==> src/rtl/core/clsr_pkg.sv <==
// Shared constants, command/status types and the modular fold function
// for the combined LCG shuffled uniform generator. No dependencies.
package clsr_pkg;

  localparam int TABLE_SIZE = 32;
  localparam int IDX_W      = $clog2(TABLE_SIZE);
  localparam int STEPS      = TABLE_SIZE + 8;      // warm-up plus table fill
  localparam int CNT_W      = $clog2(STEPS);

  localparam int VAL_W  = 31;
  localparam int MUL_W  = 16;
  localparam int FOLD_W = 8;
  localparam int PROD_W = VAL_W + MUL_W;

  localparam logic [VAL_W-1:0]  MOD_A = 31'd2147483563;
  localparam logic [VAL_W-1:0]  MOD_B = 31'd2147483399;
  localparam logic [MUL_W-1:0]  MUL_A = 16'd40014;
  localparam logic [MUL_W-1:0]  MUL_B = 16'd40692;
  // 2^31 - modulus, so that h*2^31 + l folds to h*FOLD + l
  localparam logic [FOLD_W-1:0] FOLD_A = 8'd85;
  localparam logic [FOLD_W-1:0] FOLD_B = 8'd249;

  localparam logic [VAL_W-1:0] GEN_TWO_RST = 31'd123456789;
  localparam logic [VAL_W-1:0] SPAN        = MOD_A - 31'd1;

  // table index = mix / BUCKET, done as a reciprocal multiply plus one fix-up
  localparam longint SPAN_L   = 64'd2147483562;
  localparam int     BKT_W    = VAL_W + 1;
  localparam logic [BKT_W-1:0] BUCKET = BKT_W'(64'd1 + SPAN_L / TABLE_SIZE);
  localparam int     RECIP_SH = 40;
  localparam int     RECIP_W  = 17;
  localparam logic [RECIP_W-1:0] RECIP = RECIP_W'((64'd1 << RECIP_SH) / BUCKET);
  localparam int     QP_W     = VAL_W + RECIP_W;
  localparam int     Q_W      = QP_W - RECIP_SH;

  typedef struct packed {
    logic             load;     // item accepted
    logic             reseed;   // load seed into both generators
    logic             mul;      // launch generator and index products
    logic             sstep;    // seeding step: commit gen_one
    logic             swr;      // seeding step writes the table
    logic [IDX_W-1:0] sidx;     // table entry for seeding write
    logic             slast;    // last seeding step: load mix
    logic             dred;     // draw: commit generators, read table
    logic             fin;      // draw: combine, write table, load output
  } clsr_cmd_t;

  typedef struct packed {
    logic gen_one_zero;
  } clsr_stat_t;

  function automatic logic [VAL_W-1:0] mod_fold(input logic [PROD_W-1:0] p,
                                                input logic [FOLD_W-1:0] fold,
                                                input logic [VAL_W-1:0]  m);
    logic [MUL_W-1:0]        h;
    logic [MUL_W+FOLD_W-1:0] hf;
    logic [VAL_W:0]          s;
    h  = p[PROD_W-1:VAL_W];
    hf = h * fold;
    s  = {1'b0, p[VAL_W-1:0]} + (VAL_W+1)'(hf);
    if (s >= {1'b0, m}) begin
      s = s - {1'b0, m};
    end
    return s[VAL_W-1:0];
  endfunction

endpackage

==> src/rtl/core/clsr_req_if.sv <==
// Request channel: valid/ready plus func and seed_value.
// Depends on clsr_pkg.
interface clsr_req_if import clsr_pkg::*; ();
  logic             valid;
  logic             ready;
  logic             func;
  logic [VAL_W-1:0] seed_value;

  modport source (output valid, func, seed_value, input ready);
  modport sink   (input valid, func, seed_value, output ready);
endinterface

==> src/rtl/core/clsr_rsp_if.sv <==
// Result channel: valid/ready plus rand_value.
// Depends on clsr_pkg.
interface clsr_rsp_if import clsr_pkg::*; ();
  logic             valid;
  logic             ready;
  logic [VAL_W-1:0] rand_value;

  modport source (output valid, rand_value, input ready);
  modport sink   (input valid, rand_value, output ready);
endinterface

==> src/rtl/core/clsr_datapath.sv <==
// Datapath: both generators, modular multipliers, index divider,
// shuffle table memory and output register. Depends on clsr_pkg.
module clsr_datapath import clsr_pkg::*; (
  input  logic             clk_i,
  input  logic             rst_ni,
  input  clsr_cmd_t        cmd_i,
  input  logic             func_i,
  input  logic [VAL_W-1:0] seed_value_i,
  output clsr_stat_t       stat_o,
  output logic [VAL_W-1:0] rand_value_o
);

  logic [VAL_W-1:0]  gen_one_q, gen_two_q, mix_q;
  logic [PROD_W-1:0] p1_q, p2_q;
  logic [QP_W-1:0]   qp_q;
  logic [IDX_W-1:0]  idx_q;
  logic [VAL_W-1:0]  rd_q;
  logic [VAL_W-1:0]  rand_q;
  logic [VAL_W-1:0]  tbl [TABLE_SIZE];

  logic [VAL_W-1:0]       seed_eff, g1n, g2n;
  logic [Q_W-1:0]         q0;
  logic [Q_W:0]           qn, qsel;
  logic [Q_W+BKT_W:0]     chk;
  logic [IDX_W-1:0]       idx;
  logic signed [VAL_W:0]  diff, mix_adj;
  logic                   we;
  logic [IDX_W-1:0]       wa;
  logic [VAL_W-1:0]       wd;

  assign seed_eff = (func_i && seed_value_i != '0) ? seed_value_i : VAL_W'(1);
  assign g1n      = mod_fold(p1_q, FOLD_A, MOD_A);
  assign g2n      = mod_fold(p2_q, FOLD_B, MOD_B);

  // reciprocal estimate is low by at most one
  always_comb begin
    q0   = qp_q[QP_W-1:RECIP_SH];
    qn   = {1'b0, q0} + (Q_W+1)'(1);
    chk  = qn * BUCKET;
    qsel = (chk <= (Q_W+BKT_W+1)'(mix_q)) ? qn : {1'b0, q0};
    if (qsel > (Q_W+1)'(TABLE_SIZE - 1)) begin
      idx = IDX_W'(TABLE_SIZE - 1);
    end else begin
      idx = qsel[IDX_W-1:0];
    end
  end

  always_comb begin
    diff = $signed({1'b0, rd_q}) - $signed({1'b0, gen_two_q});
    if (diff < 1) begin
      mix_adj = diff + $signed({1'b0, SPAN});
    end else begin
      mix_adj = diff;
    end
  end

  assign we = (cmd_i.sstep && cmd_i.swr) || cmd_i.fin;
  assign wa = cmd_i.fin ? idx_q : cmd_i.sidx;
  assign wd = cmd_i.fin ? gen_one_q : g1n;

  always_ff @(posedge clk_i or negedge rst_ni) begin
    if (!rst_ni) begin
      gen_one_q <= '0;
      gen_two_q <= GEN_TWO_RST;
      mix_q     <= '0;
    end else begin
      if (cmd_i.load && cmd_i.reseed) begin
        gen_one_q <= seed_eff;
        gen_two_q <= seed_eff;
      end
      if (cmd_i.sstep) begin
        gen_one_q <= g1n;
        if (cmd_i.slast) begin
          mix_q <= g1n;
        end
      end
      if (cmd_i.dred) begin
        gen_one_q <= g1n;
        gen_two_q <= g2n;
      end
      if (cmd_i.fin) begin
        mix_q <= mix_adj[VAL_W-1:0];
      end
    end
  end

  always_ff @(posedge clk_i) begin
    if (cmd_i.mul) begin
      p1_q <= gen_one_q * MUL_A;
      p2_q <= gen_two_q * MUL_B;
      qp_q <= mix_q * RECIP;
    end
    if (cmd_i.dred) begin
      idx_q <= idx;
      rd_q  <= tbl[idx];
    end
    if (we) begin
      tbl[wa] <= wd;
    end
    if (cmd_i.fin) begin
      rand_q <= mix_adj[VAL_W-1:0];
    end
  end

  assign stat_o.gen_one_zero = (gen_one_q == '0);
  assign rand_value_o        = rand_q;

endmodule

==> src/rtl/core/clsr_ctrl.sv <==
// Controller: sequences seeding steps and draws, owns the handshakes.
// Depends on clsr_pkg.
module clsr_ctrl import clsr_pkg::*; (
  input  logic       clk_i,
  input  logic       rst_ni,
  input  logic       in_valid_i,
  input  logic       in_func_i,
  output logic       in_ready_o,
  input  logic       out_ready_i,
  output logic       out_valid_o,
  input  clsr_stat_t stat_i,
  output clsr_cmd_t  cmd_o
);

  localparam logic [2:0] S_IDLE = 3'd0;
  localparam logic [2:0] S_SMUL = 3'd1;
  localparam logic [2:0] S_SRED = 3'd2;
  localparam logic [2:0] S_DMUL = 3'd3;
  localparam logic [2:0] S_DRED = 3'd4;
  localparam logic [2:0] S_DFIN = 3'd5;

  logic [2:0]       state_q, state_d;
  logic [CNT_W-1:0] cnt_q, cnt_d;
  logic             out_valid_q, out_valid_d;
  logic             accept, reseed, out_free;

  assign in_ready_o = (state_q == S_IDLE);
  assign accept     = in_valid_i && in_ready_o;
  assign reseed     = in_func_i || stat_i.gen_one_zero;
  assign out_free   = !out_valid_q || out_ready_i;

  always_comb begin
    state_d     = state_q;
    cnt_d       = cnt_q;
    out_valid_d = out_valid_q && !out_ready_i;
    cmd_o       = '0;
    cmd_o.sidx  = cnt_q[IDX_W-1:0];
    cmd_o.swr   = (cnt_q < CNT_W'(TABLE_SIZE));
    cmd_o.slast = (cnt_q == '0);
    case (state_q)
      S_IDLE: begin
        if (accept) begin
          cmd_o.load   = 1'b1;
          cmd_o.reseed = reseed;
          cnt_d        = CNT_W'(STEPS - 1);
          state_d      = reseed ? S_SMUL : S_DMUL;
        end
      end
      S_SMUL: begin
        cmd_o.mul = 1'b1;
        state_d   = S_SRED;
      end
      S_SRED: begin
        cmd_o.sstep = 1'b1;
        if (cnt_q == '0) begin
          state_d = S_DMUL;
        end else begin
          cnt_d   = cnt_q - CNT_W'(1);
          state_d = S_SMUL;
        end
      end
      S_DMUL: begin
        cmd_o.mul = 1'b1;
        state_d   = S_DRED;
      end
      S_DRED: begin
        cmd_o.dred = 1'b1;
        state_d    = S_DFIN;
      end
      S_DFIN: begin
        // hold until the output register can take the new item
        if (out_free) begin
          cmd_o.fin   = 1'b1;
          out_valid_d = 1'b1;
          state_d     = S_IDLE;
        end
      end
      default: begin
        state_d = S_IDLE;
      end
    endcase
  end

  always_ff @(posedge clk_i or negedge rst_ni) begin
    if (!rst_ni) begin
      state_q     <= S_IDLE;
      cnt_q       <= '0;
      out_valid_q <= 1'b0;
    end else begin
      state_q     <= state_d;
      cnt_q       <= cnt_d;
      out_valid_q <= out_valid_d;
    end
  end

  assign out_valid_o = out_valid_q;

endmodule

==> src/rtl/core/combined_lcg_shuffled_uniform_rng_core.sv <==
// Combined LCG uniform generator with Bays-Durham shuffle.
// Top level of the controller/datapath pair. Depends on clsr_pkg,
// clsr_req_if, clsr_rsp_if, clsr_ctrl and clsr_datapath.
//
// Usage: each item on req_i asks for one draw; func=1 reseeds from
// seed_value first (0 counts as 1). One item on rsp_o carries rand_value,
// 1..2147483562 (uniform = value / 2147483563).
// After the accept a draw steps through DMUL, DRED and DFIN, then goes
// back to idle; the result and its valid are registered as DFIN ends.
// A reseed first runs TABLE_SIZE+8 warm-up/fill steps; each step forms
// the first generator's product (SMUL), then folds and commits it (SRED).
// The first draw after reset, or any draw while the first generator holds
// zero, reseeds with 1 and so takes the reseed time too.
// Reset clears the controller, the output valid and the generator state;
// the shuffle table needs no clearing since it is always filled first.
// The result sits in an output register: a new item is accepted while it
// waits, and the following draw holds in its last step until rsp_o is taken.
module combined_lcg_shuffled_uniform_rng_core import clsr_pkg::*; (
  input  logic        clk_i,
  input  logic        rst_ni,
  clsr_req_if.sink    req_i,
  clsr_rsp_if.source  rsp_o
);

  clsr_cmd_t  cmd;
  clsr_stat_t stat;

  clsr_ctrl u_ctrl (
    .clk_i       (clk_i),
    .rst_ni      (rst_ni),
    .in_valid_i  (req_i.valid),
    .in_func_i   (req_i.func),
    .in_ready_o  (req_i.ready),
    .out_ready_i (rsp_o.ready),
    .out_valid_o (rsp_o.valid),
    .stat_i      (stat),
    .cmd_o       (cmd)
  );

  clsr_datapath u_datapath (
    .clk_i        (clk_i),
    .rst_ni       (rst_ni),
    .cmd_i        (cmd),
    .func_i       (req_i.func),
    .seed_value_i (req_i.seed_value),
    .stat_o       (stat),
    .rand_value_o (rsp_o.rand_value)
  );

endmodule
==> src/flat_wrapper.sv <==
// flat-port wrapper written by rule: the top's interface ports become plain ports
module combined_lcg_shuffled_uniform_rng_core_flat import clsr_pkg::*;
  (clk_i, rst_ni, req_i_valid, req_i_func, req_i_seed_value, req_i_ready, rsp_o_valid, rsp_o_rand_value, rsp_o_ready);
  clsr_req_if req_i_i ();
  clsr_rsp_if rsp_o_i ();
  input  logic clk_i;
  input  logic rst_ni;
  input wire logic [$bits(req_i_i.valid)-1:0] req_i_valid;
  input wire logic [$bits(req_i_i.func)-1:0] req_i_func;
  input wire logic [$bits(req_i_i.seed_value)-1:0] req_i_seed_value;
  output wire logic [$bits(req_i_i.ready)-1:0] req_i_ready;
  output wire logic [$bits(rsp_o_i.valid)-1:0] rsp_o_valid;
  output wire logic [$bits(rsp_o_i.rand_value)-1:0] rsp_o_rand_value;
  input wire logic [$bits(rsp_o_i.ready)-1:0] rsp_o_ready;
  assign req_i_i.valid = req_i_valid;
  assign req_i_i.func = req_i_func;
  assign req_i_i.seed_value = req_i_seed_value;
  assign req_i_ready = req_i_i.ready;
  assign rsp_o_valid = rsp_o_i.valid;
  assign rsp_o_rand_value = rsp_o_i.rand_value;
  assign rsp_o_i.ready = rsp_o_ready;
  combined_lcg_shuffled_uniform_rng_core u_core (.clk_i(clk_i), .rst_ni(rst_ni), .req_i(req_i_i), .rsp_o(rsp_o_i));
endmodule
==> config.mk <==
export PLATFORM = sky130hd
export DESIGN_NAME = combined_lcg_shuffled_uniform_rng_core_flat
export DESIGN_NICKNAME = d
export VERILOG_FILES = /design/src/rtl/core/clsr_pkg.sv /design/src/rtl/core/clsr_req_if.sv /design/src/rtl/core/clsr_rsp_if.sv /design/src/rtl/core/clsr_datapath.sv /design/src/rtl/core/clsr_ctrl.sv /design/src/rtl/core/combined_lcg_shuffled_uniform_rng_core.sv /design/src/flat_wrapper.sv
export SDC_FILE = /design/constraint.sdc
export NUM_CORES = 2
export LEC_CHECK = 0
export ABC_AREA = 0
export BUFFER_PORTS_ARGS = -buffer_cell sky130_fd_sc_hd__buf_2
export CAP_MARGIN = 30
export CORE_MARGIN = 3
export CORE_UTILIZATION = 55
export CTS_CLUSTER_DIAMETER = 80
export DETAILED_ROUTE_END_ITERATION = 10
export MAX_ROUTING_LAYER = met4
export PLACE_DENSITY = 0.7
export SLEW_MARGIN = 10
export SYNTH_ARGS = -nofsm -noshare
export SYNTH_HDL_FRONTEND = slang
export SYNTH_SLANG_ARGS = --single-unit
==> constraint.sdc <==
create_clock -name clk_i -period 10.6 [get_ports clk_i]
set_input_delay 0.53 -clock clk_i [delete_from_list [all_inputs] [get_ports clk_i]]
set_output_delay 0.53 -clock clk_i [all_outputs]
set_load 0.03 [all_outputs]
==> run_results.csv <==
group,metric,value,unit
worst_setup_path,crit_top_cell,"a21oi_1",
grt,grt_max_degree,110,
routing,wirelength,228000,um
routing,drt-wirelength-per-cell,26.0,um
worst_setup_path,worstSetupPathType,"reg -> reg",
placement,dp_hpwl,155000,um
logic_synthesis,syn_nets,7737,
final_layout,fillers,10800,
logic_synthesis,synthXorXnorAreaFrac,2.48,%
routing,vias,54100,
die,die_y,380,um
logic_synthesis,async_flop_share,8.19,%
grt,grt_usage,32.4,%
routing,drtIter0Drc,6368,
timing,relSlewSlack,27.3,%
placement,place_ws,0.986,ns
worst_setup_path,r2r-start,"u_core.u_datapath.qp_q[41]$_DFFE_PP_",
die,core_area,138000,sq um
logic_synthesis,synthSimpleGateAreaFrac,11.5,%
min_path,holdCritPathClass,"in -> reg",
timing,worstMarginPinSlew,1.09,ns
grt,grt_pass1_wl,338000,um
logic_synthesis,synth_largest_area_cell,"edfxtp_1",
die,start_util,55.6,%
worst_setup_path,r2r-end,"u_core.u_datapath.rd_q[29]$_DFFE_PP_",
logic_synthesis,synth_edf_count,1155,
timing,rsz0062_at_grt,"no",
clock_network,cts.htree.levels,4,
placement,dpl_cell_area,80200,sq um
min_path,min-delay-start,"req_i_seed_value[13]",
logic_synthesis,synthCells,6681,
logic_synthesis,synth-warning-count,0,
worst_setup_path,cp-startpoint,"u_core.u_datapath.qp_q[41]$_DFFE_PP_",
logic_synthesis,syn_avg_cell_area,11.5,sq um
clock_network,ctsResizeCount,0,
run_status,outcome,"finished clean",
clock_network,cts.clk_slew.worst_paths,0.07,ns
timing,period_share,93.2,%
timing,skew,0.0675,ns
clock_network,insertion_delay,0.79,ns
worst_setup_path,worst_ep_required_time,11.11,ns
die,die_w,380,um
worst_setup_path,endpoint,"u_core.u_datapath.rd_q[29]$_DFFE_PP_",
final_layout,final_area,84600,sq um
worst_setup_path,endpoint_kind,"flip-flop",
die,top_level_ports,69,
logic_synthesis,netlist_area,76800,sq um
logic_synthesis,synth-seq-cells,1258,
routing,drcViolationCount,0,
logic_synthesis,ys_types,96,
clock_network,root_buffer,"clkbuf_16",
worst_setup_path,slowest_stage,"nor2_2",
logic_synthesis,synth_compound_area_share,9.72,%
worst_setup_path,reg2reg_depth,33,
worst_setup_path,r2r_slack,0.72,ns
clock_network,cts_tree,"yes",
placement,portBuffers,68,
grt,grt-ovfl-total,0,
placement,place_congestion,1.03,
final_layout,areaGrowthSynthToFinish,10.3,%
logic_synthesis,synth.area.top_cells,"edfxtp_1, fa_1, ha_1",
die,rows,136,
final_layout,finalNetCount,7831,
timing,finalHoldViolations,0,
timing,layout_setup_ws,0.722,ns
clock_network,clockBufferDepth,3,
worst_setup_path,cp.arrival,10.39,ns
worst_setup_path,max_stage_delay,0.90,ns
logic_synthesis,synth-seq-area-share,48.6,%
clock_network,cts_buffers,137,
clock_network,clock_sinks,1258,
timing,final.setup.tns,0,ns
final_layout,regArea,37300,sq um
final_layout,drive_gt1_share,7.92,%
grt,antenna_found_initial,7,
routing,ant_nets,0,
clock_network,post_cts_buffers,0,
timing,max_freq,101,MHz
final_layout,final_common_cell,"edfxtp_1",
timing,finalSetupViolCount,0,
routing,via_per_inst,6.18,
clock_network,ctsHoldBuffers,1,
logic_synthesis,muxShareOfSynthArea,1.40,%
final_layout,layout_common_cells,"edfxtp_1, nand2_1, inv_1",
logic_synthesis,synth_top_family_by_area,"adder cells",
routing,dr.pass1.iters,6,
logic_synthesis,synthAdderAreaFrac,21.2,%
grt,grt_pass1_vias,52900,
logic_synthesis,yosysTopAreaCellShare,45.2,%
flow_run,drv_cap,0,
timing,finalCriticalPeriod,9.88,ns
die,dieArea,144000,sq um
worst_setup_path,cp-start-kind,"flip-flop",
final_layout,multi_input_area,36100,sq um
logic_synthesis,ys.flop_type,"edfxtp_1",
timing,drv_slew,0,
worst_setup_path,crit_fanout,13,
==> worst max-delay path: cells and delay by family (launching register included) <==
family	cells	cell delay, ns
buf+inv	4	0.84
xor+xnor	2	0.54
fa+ha+maj	5	2.21
simple gates	6	1.84
flops	1	0.56
compound gates	16	3.65
==> layout make-up <==
cell class / instances / area share, %
well taps: 1863 / 2.75
diodes: 9 / 0.0266
repair buffers: 203 / 1.94
clock buffers: 177 / 4.29
clock inverters: 65 / 0.763
multi-input cells: 4376 / 42.6
inverters: 799 / 3.56
flip-flops and latches: 1258 / 44.0
==> synth_stat cells (all sizes together), types with 9 or more instances <==
cell	number
a22oi	17
buf	44
o311ai	9
a21oi	318
nand3	304
and3	56
or3	16
a32oi	92
a221oi	40
o31ai	10
o21ai	161
nor3	64
a31oi	66
nand2	977
nand4	67
o21a	35
or2	18
a21boi	15
o22ai	10
nand2b	41
a21o	112
nor3b	14
clkbuf	204
nor2	202
dfrtp	87
inv	799
edfxtp	1155
nor2b	29
xor2	62
dfstp	16
and2	27
xnor2	155
fa	465
mux2i	99
ha	555
nand3b	9
nor4	57
a2111oi	15
o2111ai	36
a211o	10
o211ai	30
a211oi	33
o21bai	29
==> state kept, by name, indices dropped and copies added, names as in the netlist <==
| register | cells |
|---|---|
| u_core.u_datapath.mix_q | 31 |
| u_core.u_ctrl.out_valid_o | 1 |
| u_core.u_datapath.rd_q | 31 |
| u_core.u_datapath.gen_two_q | 31 |
| u_core.u_datapath.tbl | 992 |
| u_core.u_datapath.p1_q | 46 |
| u_core.u_datapath.gen_one_q | 31 |
| u_core.u_datapath.idx_q | 5 |
| u_core.u_ctrl.cnt_q | 6 |
| u_core.u_ctrl.state_q | 3 |
| u_core.u_datapath.rand_value_o | 31 |
| u_core.u_datapath.qp_q | 5 |
| u_core.u_datapath.p2_q | 45 |
==> kinds of logic (layout without fill, tap and decap cells) <==
group / count (synthesis) / after routing
AND/OR/NAND/NOR: 1923 / 1923
AO/OA/AOI/OAI: 1110 / 1110
buffers and inverters: 1047 / 1244
other: 0 / 9
flip-flops: 1258 / 1258
XOR/XNOR: 217 / 217
adder cells (fa/ha/maj): 1020 / 1020
multiplexers: 106 / 106
==> through the flow <==
| step | util [%] | hold slack, ns | cells |
|---|---|---|---|
| floorplan | - | 0.234 | 6681 |
| global placement | 58.1 | 0.455 | 8484 |
| detailed placement | 58.1 | 0.436 | 8490 |
| CTS | 61.2 | 0.0183 | 8733 |
| global route | 61.3 | 0.0690 | 8745 |
| finish | 61.3 | 0.0578 | 8750 |
==> worst min-delay path by stage <==
stage / to / slack [ns] / depth (start not counted)
after floorplan: u_core.u_ctrl.cnt_q[0]$_DFFE_PN0P_ / 0.23 / 0
final: u_core.u_datapath.gen_two_q[13]$_DFFE_PN0P_ / 0.06 / 3
after detailed placement: u_core.u_datapath.qp_q[42]$_DFFE_PP_ / 0.44 / 0
after global routing: u_core.u_datapath.gen_two_q[13]$_DFFE_PN0P_ / 0.07 / 3
after global placement: u_core.u_datapath.qp_q[42]$_DFFE_PP_ / 0.46 / 0
after CTS: u_core.u_datapath.gen_two_q[13]$_DFFE_PN0P_ / 0.02 / 3
==> layer usage <==
| layer | global-route usage [%] | vias to the layer above | wire, um |
|---|---|---|---|
| met5 | - | - | 0 |
| met4 | 16.5 | 0 | 14000 |
| met1 | 43.0 | 26800 | 88800 |
| met3 | 5.64 | 610 | 22400 |
| li1 | - | 23800 | - |
| met2 | 48.3 | 2823 | 103000 |
Power is not shown: default switching activity piles up to over one toggle a cycle in this logic, so the estimate is an artifact.
